$ cat src/sv/assert_macros.svh
// ----------------------------------------------------------------------------
// Assertion macros
// Shared concurrent assertion forms for the key debounce event queue.
// ----------------------------------------------------------------------------
`ifndef ASSERT_MACROS_SVH
`define ASSERT_MACROS_SVH

// Same-cycle implication.
`define ASSERT_IMPL(label, clk, rst, ante, cons) \
  label: assert property (@(posedge clk) disable iff (rst) (ante) |-> (cons)) \
    else $error("assertion failed");

// Next-cycle implication.
`define ASSERT_NEXT(label, clk, rst, ante, cons) \
  label: assert property (@(posedge clk) disable iff (rst) (ante) |=> (cons)) \
    else $error("assertion failed");

`endif

$ cat src/sv/mkdef_pkg.sv
// ----------------------------------------------------------------------------
// mkdef_pkg
// Types, constants and helpers for the multi-key debounce event queue.
// ----------------------------------------------------------------------------
`timescale 1ns / 1ps

package mkdef_pkg;

  localparam int NUM_KEYS_DEF   = 13;
  localparam int FIFO_DEPTH_DEF = 16;

  localparam int FILTER_W  = 6;
  localparam int LONG_W    = 12;
  localparam int REPEAT_W  = 8;
  localparam int CFG_W     = 12;
  localparam int CFG_IDX_W = 2;
  localparam int CMD_W     = 2;
  localparam int LEVEL_W   = 13;
  localparam int CODE_W    = 6;
  localparam int FCNT_W    = 7;
  localparam int KEY_IDX_W = 5;

  localparam logic [FILTER_W-1:0] FILTER_RST = FILTER_W'(5);
  localparam logic [LONG_W-1:0]   LONG_RST   = LONG_W'(100);
  localparam logic [REPEAT_W-1:0] REPEAT_RST = REPEAT_W'(0);
  localparam logic [FCNT_W-1:0]   FCNT_RST   = FCNT_W'(5 / 2);

  typedef enum logic [CFG_IDX_W-1:0] {
    REG_FILTER_TIME  = 2'd0,
    REG_LONG_TIME    = 2'd1,
    REG_REPEAT_SPEED = 2'd2
  } cfg_reg_t;

  typedef enum logic [CMD_W-1:0] {
    CMD_SCAN  = 2'd0,
    CMD_POP   = 2'd1,
    CMD_POP2  = 2'd2,
    CMD_CLEAR = 2'd3
  } cmd_t;

  typedef enum logic [1:0] {
    EV_PRESS   = 2'd1,
    EV_RELEASE = 2'd2,
    EV_LONG    = 2'd3
  } ev_kind_t;

  typedef enum logic [2:0] {
    ST_IDLE,
    ST_READ,
    ST_CALC,
    ST_PUSH2,
    ST_POP,
    ST_POPW,
    ST_DONE
  } state_t;

  typedef struct packed {
    logic [FCNT_W-1:0]   fc;
    logic [LONG_W-1:0]   hc;
    logic [REPEAT_W-1:0] rc;
  } key_state_t;

  localparam int KEY_STATE_W = $bits(key_state_t);

  localparam key_state_t KEY_STATE_RST = '{fc: FCNT_RST, hc: '0, rc: '0};

  typedef struct packed {
    key_state_t          st;
    logic                pressed;
    logic                push_a;
    logic                push_b;
    logic [CODE_W-1:0]   code_a;
    logic [CODE_W-1:0]   code_b;
  } key_eval_t;

  function automatic logic [CODE_W-1:0] event_code(input logic [KEY_IDX_W-1:0] k,
                                                   input ev_kind_t kind);
    logic [7:0] t;
    t = 8'(k) * 8'd3 + 8'(kind);
    return t[CODE_W-1:0];
  endfunction

endpackage

$ cat src/sv/mkdef_ram.sv
// ----------------------------------------------------------------------------
// mkdef_ram
// Generic single-write, single-read RAM with registered read data.
// ----------------------------------------------------------------------------
`timescale 1ns / 1ps

module mkdef_ram #(
  parameter int WIDTH = 8,
  parameter int DEPTH = 16,
  localparam int AW = (DEPTH > 1) ? $clog2(DEPTH) : 1
) (
  input  logic             clk,
  input  logic             we,
  input  logic [AW-1:0]    waddr,
  input  logic [WIDTH-1:0] wdata,
  input  logic [AW-1:0]    raddr,
  output logic [WIDTH-1:0] rdata
);

  logic [WIDTH-1:0] mem [DEPTH];

  always_ff @(posedge clk) begin
    if (we) begin
      mem[waddr] <= wdata;
    end
    rdata <= mem[raddr];
  end

endmodule

$ cat src/sv/mkdef_key_eval.sv
// ----------------------------------------------------------------------------
// mkdef_key_eval
// One-key update: debounce hysteresis, press/release, long press and repeat.
// ----------------------------------------------------------------------------
`timescale 1ns / 1ps

module mkdef_key_eval (
  input  mkdef_pkg::key_state_t                  cur,
  input  logic                                   pressed_in,
  input  logic                                   level,
  input  logic [mkdef_pkg::KEY_IDX_W-1:0]        key_num,
  input  logic [mkdef_pkg::FILTER_W-1:0]         filter_time,
  input  logic [mkdef_pkg::LONG_W-1:0]           long_time,
  input  logic [mkdef_pkg::REPEAT_W-1:0]         repeat_speed,
  output mkdef_pkg::key_eval_t                   res
);

  logic [mkdef_pkg::FCNT_W-1:0]   f_lo;
  logic [mkdef_pkg::FCNT_W-1:0]   f_hi;
  logic [mkdef_pkg::LONG_W-1:0]   hc_inc;
  logic [mkdef_pkg::REPEAT_W-1:0] rc_inc;
  logic [mkdef_pkg::CODE_W-1:0]   c_press;
  logic [mkdef_pkg::CODE_W-1:0]   c_release;
  logic [mkdef_pkg::CODE_W-1:0]   c_long;
  logic [mkdef_pkg::CODE_W-1:0]   hold_code;
  logic                           press_push;
  logic                           rel_push;
  logic                           hold_push;
  mkdef_pkg::key_state_t          nxt;
  logic                           pr_next;

  assign f_lo      = {1'b0, filter_time};
  assign f_hi      = {filter_time, 1'b0};
  assign hc_inc    = cur.hc + 1'b1;
  assign rc_inc    = cur.rc + 1'b1;
  assign c_press   = mkdef_pkg::event_code(key_num, mkdef_pkg::EV_PRESS);
  assign c_release = mkdef_pkg::event_code(key_num, mkdef_pkg::EV_RELEASE);
  assign c_long    = mkdef_pkg::event_code(key_num, mkdef_pkg::EV_LONG);

  always_comb begin
    nxt        = cur;
    pr_next    = pressed_in;
    press_push = 1'b0;
    rel_push   = 1'b0;
    hold_push  = 1'b0;
    hold_code  = c_press;
    if (level) begin
      if (cur.fc < f_lo) begin
        nxt.fc = f_lo;
      end else if (cur.fc < f_hi) begin
        nxt.fc = cur.fc + 1'b1;
      end else begin
        if (!pressed_in) begin
          pr_next    = 1'b1;
          press_push = 1'b1;
        end
        if (long_time != '0) begin
          if (cur.hc < long_time) begin
            nxt.hc = hc_inc;
            if (hc_inc == long_time) begin
              hold_push = 1'b1;
              hold_code = c_long;
            end
          end else if (repeat_speed != '0) begin
            nxt.rc = rc_inc;
            if (rc_inc >= repeat_speed) begin
              nxt.rc    = '0;
              hold_push = 1'b1;
              hold_code = c_press;
            end
          end
        end
      end
    end else begin
      if (cur.fc > f_lo) begin
        nxt.fc = f_lo;
      end else if (cur.fc != '0) begin
        nxt.fc = cur.fc - 1'b1;
      end else if (pressed_in) begin
        pr_next  = 1'b0;
        rel_push = 1'b1;
      end
      nxt.hc = '0;
      nxt.rc = '0;
    end
  end

  always_comb begin
    res.st      = nxt;
    res.pressed = pr_next;
    res.push_a  = press_push | rel_push | hold_push;
    res.push_b  = press_push & hold_push;
    res.code_b  = hold_code;
    if (press_push) begin
      res.code_a = c_press;
    end else if (rel_push) begin
      res.code_a = c_release;
    end else begin
      res.code_a = hold_code;
    end
  end

endmodule

$ cat src/sv/multi_key_debounce_event_fifo.sv
// ----------------------------------------------------------------------------
// multi_key_debounce_event_fifo
// Debounces NUM_KEYS key levels per scan request, queues press, release,
// long-press and repeat codes into a ring with two readers and a clear.
// ----------------------------------------------------------------------------
//   channel  | handshake              | payload
//   ---------+------------------------+---------------------------
//   in       | in_valid / in_ready    | cmd, key_levels
//   out      | out_valid / out_ready  | key_code, pressed_map
//   cfg      | cfg_we                 | cfg_index, cfg_data
//
// Scan request: each key takes a read and a calc state on the key-state RAM
// read/modify/write loop, plus push2 if it queues two codes, then done.
// A pop passes pop, popw (skipped if empty) and done; a clear skips popw.
// One request is in flight at a time; the output register frees the input
// side as soon as a result is loaded. Reset is synchronous; key state reads
// its reset value until a key is first written (per-key valid bits).
// ----------------------------------------------------------------------------
`timescale 1ns / 1ps
`include "assert_macros.svh"

module multi_key_debounce_event_fifo #(
  parameter int NUM_KEYS   = mkdef_pkg::NUM_KEYS_DEF,
  parameter int FIFO_DEPTH = mkdef_pkg::FIFO_DEPTH_DEF
) (
  input  logic                                clk,
  input  logic                                rst,
  input  logic                                in_valid,
  output logic                                in_ready,
  input  logic [mkdef_pkg::CMD_W-1:0]         cmd,
  input  logic [mkdef_pkg::LEVEL_W-1:0]       key_levels,
  output logic                                out_valid,
  input  logic                                out_ready,
  output logic [mkdef_pkg::CODE_W-1:0]        key_code,
  output logic [mkdef_pkg::LEVEL_W-1:0]       pressed_map,
  input  logic                                cfg_we,
  input  logic [mkdef_pkg::CFG_IDX_W-1:0]     cfg_index,
  input  logic [mkdef_pkg::CFG_W-1:0]         cfg_data
);

  localparam int KEY_W = (NUM_KEYS > 1) ? $clog2(NUM_KEYS) : 1;
  localparam int PTR_W = (FIFO_DEPTH > 1) ? $clog2(FIFO_DEPTH) : 1;

  function automatic logic [PTR_W-1:0] ptr_inc(input logic [PTR_W-1:0] p);
    return (p == PTR_W'(FIFO_DEPTH - 1)) ? '0 : p + 1'b1;
  endfunction

  mkdef_pkg::state_t state;
  mkdef_pkg::state_t state_next;

  logic [mkdef_pkg::FILTER_W-1:0] filter_time;
  logic [mkdef_pkg::LONG_W-1:0]   long_time;
  logic [mkdef_pkg::REPEAT_W-1:0] repeat_speed;

  mkdef_pkg::cmd_t               cmd_r;
  logic [mkdef_pkg::LEVEL_W-1:0] levels_r;
  logic [mkdef_pkg::CODE_W-1:0]  code_r;
  logic [mkdef_pkg::CODE_W-1:0]  code_b_r;

  logic [KEY_W-1:0]    key_idx;
  logic [NUM_KEYS-1:0] key_vld;
  logic [NUM_KEYS-1:0] pressed;
  logic [NUM_KEYS-1:0] levels_ext;

  logic [PTR_W-1:0] write_ptr;
  logic [PTR_W-1:0] read_ptr;
  logic [PTR_W-1:0] second_read_ptr;

  logic                               kram_we;
  logic [mkdef_pkg::KEY_STATE_W-1:0]  kram_q;
  mkdef_pkg::key_state_t              cur_state;
  mkdef_pkg::key_eval_t               res;

  logic                          ev_we;
  logic [PTR_W-1:0]              ev_raddr;
  logic [mkdef_pkg::CODE_W-1:0]  ev_wdata;
  logic [mkdef_pkg::CODE_W-1:0]  ev_q;

  logic                          last_key;
  logic                          pop_empty;
  logic                          out_load;
  logic [mkdef_pkg::LEVEL_W-1:0] map_now;

  for (genvar k = 0; k < NUM_KEYS; k++) begin : g_lvl
    if (k < mkdef_pkg::LEVEL_W) begin : g_in
      assign levels_ext[k] = levels_r[k];
    end else begin : g_none
      assign levels_ext[k] = 1'b0;
    end
  end

  for (genvar j = 0; j < mkdef_pkg::LEVEL_W; j++) begin : g_map
    if (j < NUM_KEYS) begin : g_key
      assign map_now[j] = pressed[j];
    end else begin : g_none
      assign map_now[j] = 1'b0;
    end
  end

  assign cur_state = key_vld[key_idx] ? mkdef_pkg::key_state_t'(kram_q)
                                      : mkdef_pkg::KEY_STATE_RST;

  mkdef_ram #(
    .WIDTH (mkdef_pkg::KEY_STATE_W),
    .DEPTH (NUM_KEYS)
  ) u_key_ram (
    .clk   (clk),
    .we    (kram_we),
    .waddr (key_idx),
    .wdata (res.st),
    .raddr (key_idx),
    .rdata (kram_q)
  );

  mkdef_key_eval u_key_eval (
    .cur          (cur_state),
    .pressed_in   (pressed[key_idx]),
    .level        (levels_ext[key_idx]),
    .key_num      (mkdef_pkg::KEY_IDX_W'(key_idx)),
    .filter_time  (filter_time),
    .long_time    (long_time),
    .repeat_speed (repeat_speed),
    .res          (res)
  );

  mkdef_ram #(
    .WIDTH (mkdef_pkg::CODE_W),
    .DEPTH (FIFO_DEPTH)
  ) u_event_ram (
    .clk   (clk),
    .we    (ev_we),
    .waddr (write_ptr),
    .wdata (ev_wdata),
    .raddr (ev_raddr),
    .rdata (ev_q)
  );

  // Output decode
  always_comb begin
    in_ready  = (state == mkdef_pkg::ST_IDLE);
    kram_we   = (state == mkdef_pkg::ST_CALC);
    ev_we     = ((state == mkdef_pkg::ST_CALC) && res.push_a) ||
                (state == mkdef_pkg::ST_PUSH2);
    ev_wdata  = (state == mkdef_pkg::ST_PUSH2) ? code_b_r : res.code_a;
    ev_raddr  = (cmd_r == mkdef_pkg::CMD_POP2) ? second_read_ptr : read_ptr;
    pop_empty = (ev_raddr == write_ptr);
    last_key  = (key_idx == KEY_W'(NUM_KEYS - 1));
    out_load  = (state == mkdef_pkg::ST_DONE) && (!out_valid || out_ready);
  end

  // Next state
  always_comb begin
    state_next = state;
    unique case (state)
      mkdef_pkg::ST_IDLE: begin
        if (in_valid) begin
          unique case (mkdef_pkg::cmd_t'(cmd))
            mkdef_pkg::CMD_SCAN: state_next = mkdef_pkg::ST_READ;
            mkdef_pkg::CMD_POP, mkdef_pkg::CMD_POP2,
            mkdef_pkg::CMD_CLEAR: state_next = mkdef_pkg::ST_POP;
            default: state_next = mkdef_pkg::ST_IDLE;
          endcase
        end
      end
      mkdef_pkg::ST_READ: state_next = mkdef_pkg::ST_CALC;
      mkdef_pkg::ST_CALC: begin
        if (res.push_b) begin
          state_next = mkdef_pkg::ST_PUSH2;
        end else if (last_key) begin
          state_next = mkdef_pkg::ST_DONE;
        end else begin
          state_next = mkdef_pkg::ST_READ;
        end
      end
      mkdef_pkg::ST_PUSH2: begin
        state_next = last_key ? mkdef_pkg::ST_DONE : mkdef_pkg::ST_READ;
      end
      mkdef_pkg::ST_POP: begin
        if ((cmd_r == mkdef_pkg::CMD_CLEAR) || pop_empty) begin
          state_next = mkdef_pkg::ST_DONE;
        end else begin
          state_next = mkdef_pkg::ST_POPW;
        end
      end
      mkdef_pkg::ST_POPW: state_next = mkdef_pkg::ST_DONE;
      mkdef_pkg::ST_DONE: begin
        if (out_load) begin
          state_next = mkdef_pkg::ST_IDLE;
        end
      end
      default: state_next = mkdef_pkg::ST_IDLE;
    endcase
  end

  // Control state
  always_ff @(posedge clk) begin
    if (rst) begin
      state           <= mkdef_pkg::ST_IDLE;
      filter_time     <= mkdef_pkg::FILTER_RST;
      long_time       <= mkdef_pkg::LONG_RST;
      repeat_speed    <= mkdef_pkg::REPEAT_RST;
      key_idx         <= '0;
      key_vld         <= '0;
      pressed         <= '0;
      write_ptr       <= '0;
      read_ptr        <= '0;
      second_read_ptr <= '0;
      out_valid       <= 1'b0;
    end else begin
      state <= state_next;
      if (cfg_we) begin
        unique case (cfg_index)
          mkdef_pkg::REG_FILTER_TIME:  filter_time  <= cfg_data[mkdef_pkg::FILTER_W-1:0];
          mkdef_pkg::REG_LONG_TIME:    long_time    <= cfg_data[mkdef_pkg::LONG_W-1:0];
          mkdef_pkg::REG_REPEAT_SPEED: repeat_speed <= cfg_data[mkdef_pkg::REPEAT_W-1:0];
          default: ;
        endcase
      end
      if (in_valid && in_ready) begin
        key_idx <= '0;
      end
      if (state == mkdef_pkg::ST_CALC) begin
        key_vld[key_idx] <= 1'b1;
        pressed[key_idx] <= res.pressed;
        if (res.push_a) begin
          write_ptr <= ptr_inc(write_ptr);
        end
        if (!res.push_b && !last_key) begin
          key_idx <= key_idx + 1'b1;
        end
      end
      if (state == mkdef_pkg::ST_PUSH2) begin
        write_ptr <= ptr_inc(write_ptr);
        if (!last_key) begin
          key_idx <= key_idx + 1'b1;
        end
      end
      if ((state == mkdef_pkg::ST_POP) && (cmd_r == mkdef_pkg::CMD_CLEAR)) begin
        read_ptr <= write_ptr;
      end
      if (state == mkdef_pkg::ST_POPW) begin
        if (cmd_r == mkdef_pkg::CMD_POP2) begin
          second_read_ptr <= ptr_inc(second_read_ptr);
        end else begin
          read_ptr <= ptr_inc(read_ptr);
        end
      end
      if (out_load) begin
        out_valid <= 1'b1;
      end else if (out_ready) begin
        out_valid <= 1'b0;
      end
    end
  end

  // Payload
  always_ff @(posedge clk) begin
    if (in_valid && in_ready) begin
      cmd_r    <= mkdef_pkg::cmd_t'(cmd);
      levels_r <= key_levels;
      code_r   <= '0;
    end
    if (state == mkdef_pkg::ST_CALC) begin
      code_b_r <= res.code_b;
    end
    if (state == mkdef_pkg::ST_POPW) begin
      code_r <= ev_q;
    end
    if (out_load) begin
      key_code    <= code_r;
      pressed_map <= map_now;
    end
  end

  `ASSERT_NEXT(a_accept_busy, clk, rst, in_valid && in_ready, state != mkdef_pkg::ST_IDLE)
  `ASSERT_IMPL(a_push2_order, clk, rst, state == mkdef_pkg::ST_PUSH2, $past(state) == mkdef_pkg::ST_CALC)
  `ASSERT_IMPL(a_key_range, clk, rst, (state == mkdef_pkg::ST_READ) || (state == mkdef_pkg::ST_CALC), key_idx <= KEY_W'(NUM_KEYS - 1))
  `ASSERT_NEXT(a_pop_advance, clk, rst, (state == mkdef_pkg::ST_POPW) && (cmd_r == mkdef_pkg::CMD_POP), read_ptr != $past(read_ptr))

endmodule
$ cat config.mk
export PLATFORM = sky130hd
export DESIGN_NAME = multi_key_debounce_event_fifo
export DESIGN_NICKNAME = d
export VERILOG_FILES = /design/src/sv/mkdef_pkg.sv /design/src/sv/mkdef_ram.sv /design/src/sv/mkdef_key_eval.sv /design/src/sv/multi_key_debounce_event_fifo.sv
export VERILOG_INCLUDE_DIRS = /design/src /design/src/sv
export SDC_FILE = /design/constraint.sdc
export NUM_CORES = 1
export LEC_CHECK = 0
export BUFFER_PORTS_ARGS = -buffer_cell sky130_fd_sc_hd__buf_2
export CAP_MARGIN = 20
export CORE_AREA = 3 3 309 159
export DETAILED_ROUTE_END_ITERATION = 10
export DIE_AREA = 0 0 312 162
export PLACE_DENSITY = 0.71
export SLEW_MARGIN = 20
export SYNTH_ARGS = -nofsm -noshare
export SYNTH_HDL_FRONTEND = slang
export SYNTH_SLANG_ARGS = --single-unit
$ cat constraint.sdc
create_clock -name clk -period 6.15 [get_ports clk]
set_clock_uncertainty 0.1 [all_clocks]
set_input_delay 0.9225 -clock clk [delete_from_list [all_inputs] [get_ports clk]]
set_output_delay 0.9225 -clock clk [all_outputs]
set_load 0.02 [all_outputs]
==> results.toml <==
[logic_synthesis]
synthMuxAreaShare_pct = 12.5
syn_nets = 1773
ys_warn_count = 0
synthTopCellsByCount = "edfxtp_1, nor2_1, nand2_1"
synth_compound_area_share_pct = 5.50
synth.most_common_cell = "edfxtp_1"
synth_xor_area_share_pct = 1.74
synthArstFlopShare_pct = 0
avgSynthCellArea_um2 = 15.2
ys_seq_elements = 598
synth_edf_count = 493
synth.area.top_cells = "edfxtp_1, mux4_2, dfxtp_1, ha_1, nor2_1"
yosysTopAreaCell = "edfxtp_1"
synth_simple_gate_area_share_pct = 9.06
synth.distinct_cells = 84
seq_area_frac_synth_pct = 66.3
syn_inst = 1683
synth_ff_type = "edfxtp_1"
synth_area_um2 = 25500
synth_fa_ha_area_share_pct = 2.78
yosysTopAreaCellShare_pct = 58.0
synth_top_family_by_area = "multiplexers"

[placed_design]
place_worst_setup_slack_ps = 76.3
placed_cell_area_um2 = 26600
io_buffers = 54
dp.cells = 2328
gp_congestion = 0.944
post-dp-hpwl_mm = 33.7

[worst_setup_path]
required_ps = 6360
worstPathMaxFanout = 14
path_class = "reg -> reg"
crit_arrival_ps = 6010
slowest_stage = "o41a_2"
crit_path_start_kind = "register"
cp-end-kind = "register"
critPathTopFamily = "compound AO/OA/AOI/OAI gates"
cp_cell_sequence = "mux4_2 -> a221o_1 -> o21a_1 -> buf_4 -> and2_1 -> ha_1 -> a21oi_1 -> o221ai_1 -> or3b_2 -> o22ai_2 -> nand3b_2 -> o21ai_0 -> o41a_2 -> nand2_1 -> nor2_1"
cp_num_buf_inv = 1
max_stage_delay_ps = 640

[layout]
nets = 1833
drive_gt1_share_pct = 19.4
stdcell_count = 2423
antennaDiodeCount = 0
area_growth_pct = 10.7
postLayoutCellArea_um2 = 28200

[floorplan]
floorplan.initialDensity_pct = 54.8
ioPinCount = 55
die_width_um = 312
rows = 56
coreArea_um2 = 46500
chipHeight_um = 162
die_area_um2 = 50500

[run_status]
status = "finished, final reports clean"

[sta]
fin_ws_ps = 345
whs_ps = 319
final_hold_viol_count = 0
period_needed_ps = 5810
slew_headroom_pct = 23.0
fin_crit_sh_pct = 94.4
timing.fmax_mhz = 172
rsz0062_at_grt = "no"
worst_pin_slew_ps = 1160
setup_viol = 0
slew_viol_final = 0
tns_ps = 0

[cts]
cts.htree.levels = 2
cts_buffers = 51
clkTransAtPathRegs_ps = 70
root_buffer = "clkbuf_16"
clk_latency_ps = 580
postCtsHoldBufs = 0
clockBufferDepth = 3
cts_sinks = 598
cts_tree = "yes"

[global_routing]
grt_pass1_vias = 14566
globalRouteOverflowTotal = 0
antenna_found_initial = 1
grt_max_degree = 59
grt_pass1_wl_mm = 87.8
grtUsageTotal_pct = 22.9

[routing]
vias_per_cell = 6.08
vias = 14724
wl_mm = 57.4
drc = 0
drtPass1Iterations = 6
wl_per_cell_um = 23.7
drt_iter0_markers = 1633
ant_nets = 0

[flow_run]
drv_cap = 0

[min_path]
worstHoldPathType = "reg -> reg"

[power]
ir_worst_vdd_mv = 0.270
p_per_area_nw_per_um2 = 336
leakagePower_nw = 9.59
==> area by class of cell <==
class / instances / area (um2)
clock buffer: 76 / 1450
clock inverter: 19 / 203
fill: 3437 / 18300
inverter: 46 / 173
multi-input combinational: 954 / 8130
sequential: 598 / 16900
tap: 638 / 798
timing repair buffer: 92 / 568
==> placed cells by master, fill, tap and decap left out, drive strengths merged, types with 37 or more instances in the layout <==
cell / instances
buf: 92
nand2: 149
edfxtp: 493
clkbuf: 76
mux2i: 41
nor2: 155
inv: 49
mux4: 123
a21oi: 47
ha: 55
and3: 37
dfxtp: 105
==> logic make-up (layout without fill, tap and decap cells) <==
group | after synthesis | count (layout)
adders and majority gates | 56 | 56
DFF | 598 | 598
and+or+nand+nor | 484 | 484
muxes | 165 | 165
xor gates and xnor gates | 49 | 49
buffers and inverters | 131 | 233
AOI/OAI and AO/OA | 200 | 200
==> what timing repair did <==
action	in CTS	in global routing
setup endpoints to repair	0	87
setup buffers	0	0
resized for setup	0	6
hold endpoints to repair	0	0
==> flip-flops by register name, indices dropped and copies added, names as in the netlist, 8 cells and up <==
register	flops
long_time	12
u_key_ram.mem	351
map_now	13
repeat_speed	8
pressed_map	13
key_vld	13
u_event_ram.mem	96
levels_ext	13
u_key_ram.rdata	27
==> layer usage <==
metal  GRT usage, %  up-vias  routed length (um)
met4           5.21        0                1040
met2           37.3      568               27200
met1           33.1     7508               24900
met3           3.65       75                4280
li1               -     6573                   -
met5              0        -                   0
==> worst reg2reg max path, stage by stage, from the launching register on <==
cell and delay [ps]:
dfxtp_4 510, mux4_2 540, a221o_1 470, o21a_1 310, buf_4 250, and2_1 200, ha_1 300, a21oi_1 160
o221ai_1 140, or3b_2 470, o22ai_2 370, nand3b_2 330, o21ai_0 300, o41a_2 640, nand2_1 250, nor2_1 190
==> through the flow <==
| step | utilization [%] | total power, mW |
|---|---|---|
| detailed placement | 57.1 | 6.37 |
| CTS | 60.6 | 9.55 |
| global route | 60.7 | 9.87 |
| global placement | 57.0 | 6.34 |
| floorplan | - | 5.93 |
| finish | 60.7 | 9.49 |
==> final timing paths <==
check / start / to / slack, ps / cells after the start
hold reg to reg: code_r[4] / key_code[4] / 320 / 0
setup / recovery: key_idx[0] / u_event_ram.mem[10][4] / 340 / 15
hold / removal: code_r[4] / key_code[4] / 320 / 0
setup reg to reg: key_idx[0] / u_event_ram.mem[10][4] / 340 / 15
==> where the power goes <==
part	switching, mW	total (mW)	internal (mW)
Sequential	0.169	4.89	4.72
Combinational	0.825	1.40	0.578
Clock	1.43	3.20	1.77
Total	2.43	9.49	7.07
Note: power is estimated with default switching activity, not from simulation.
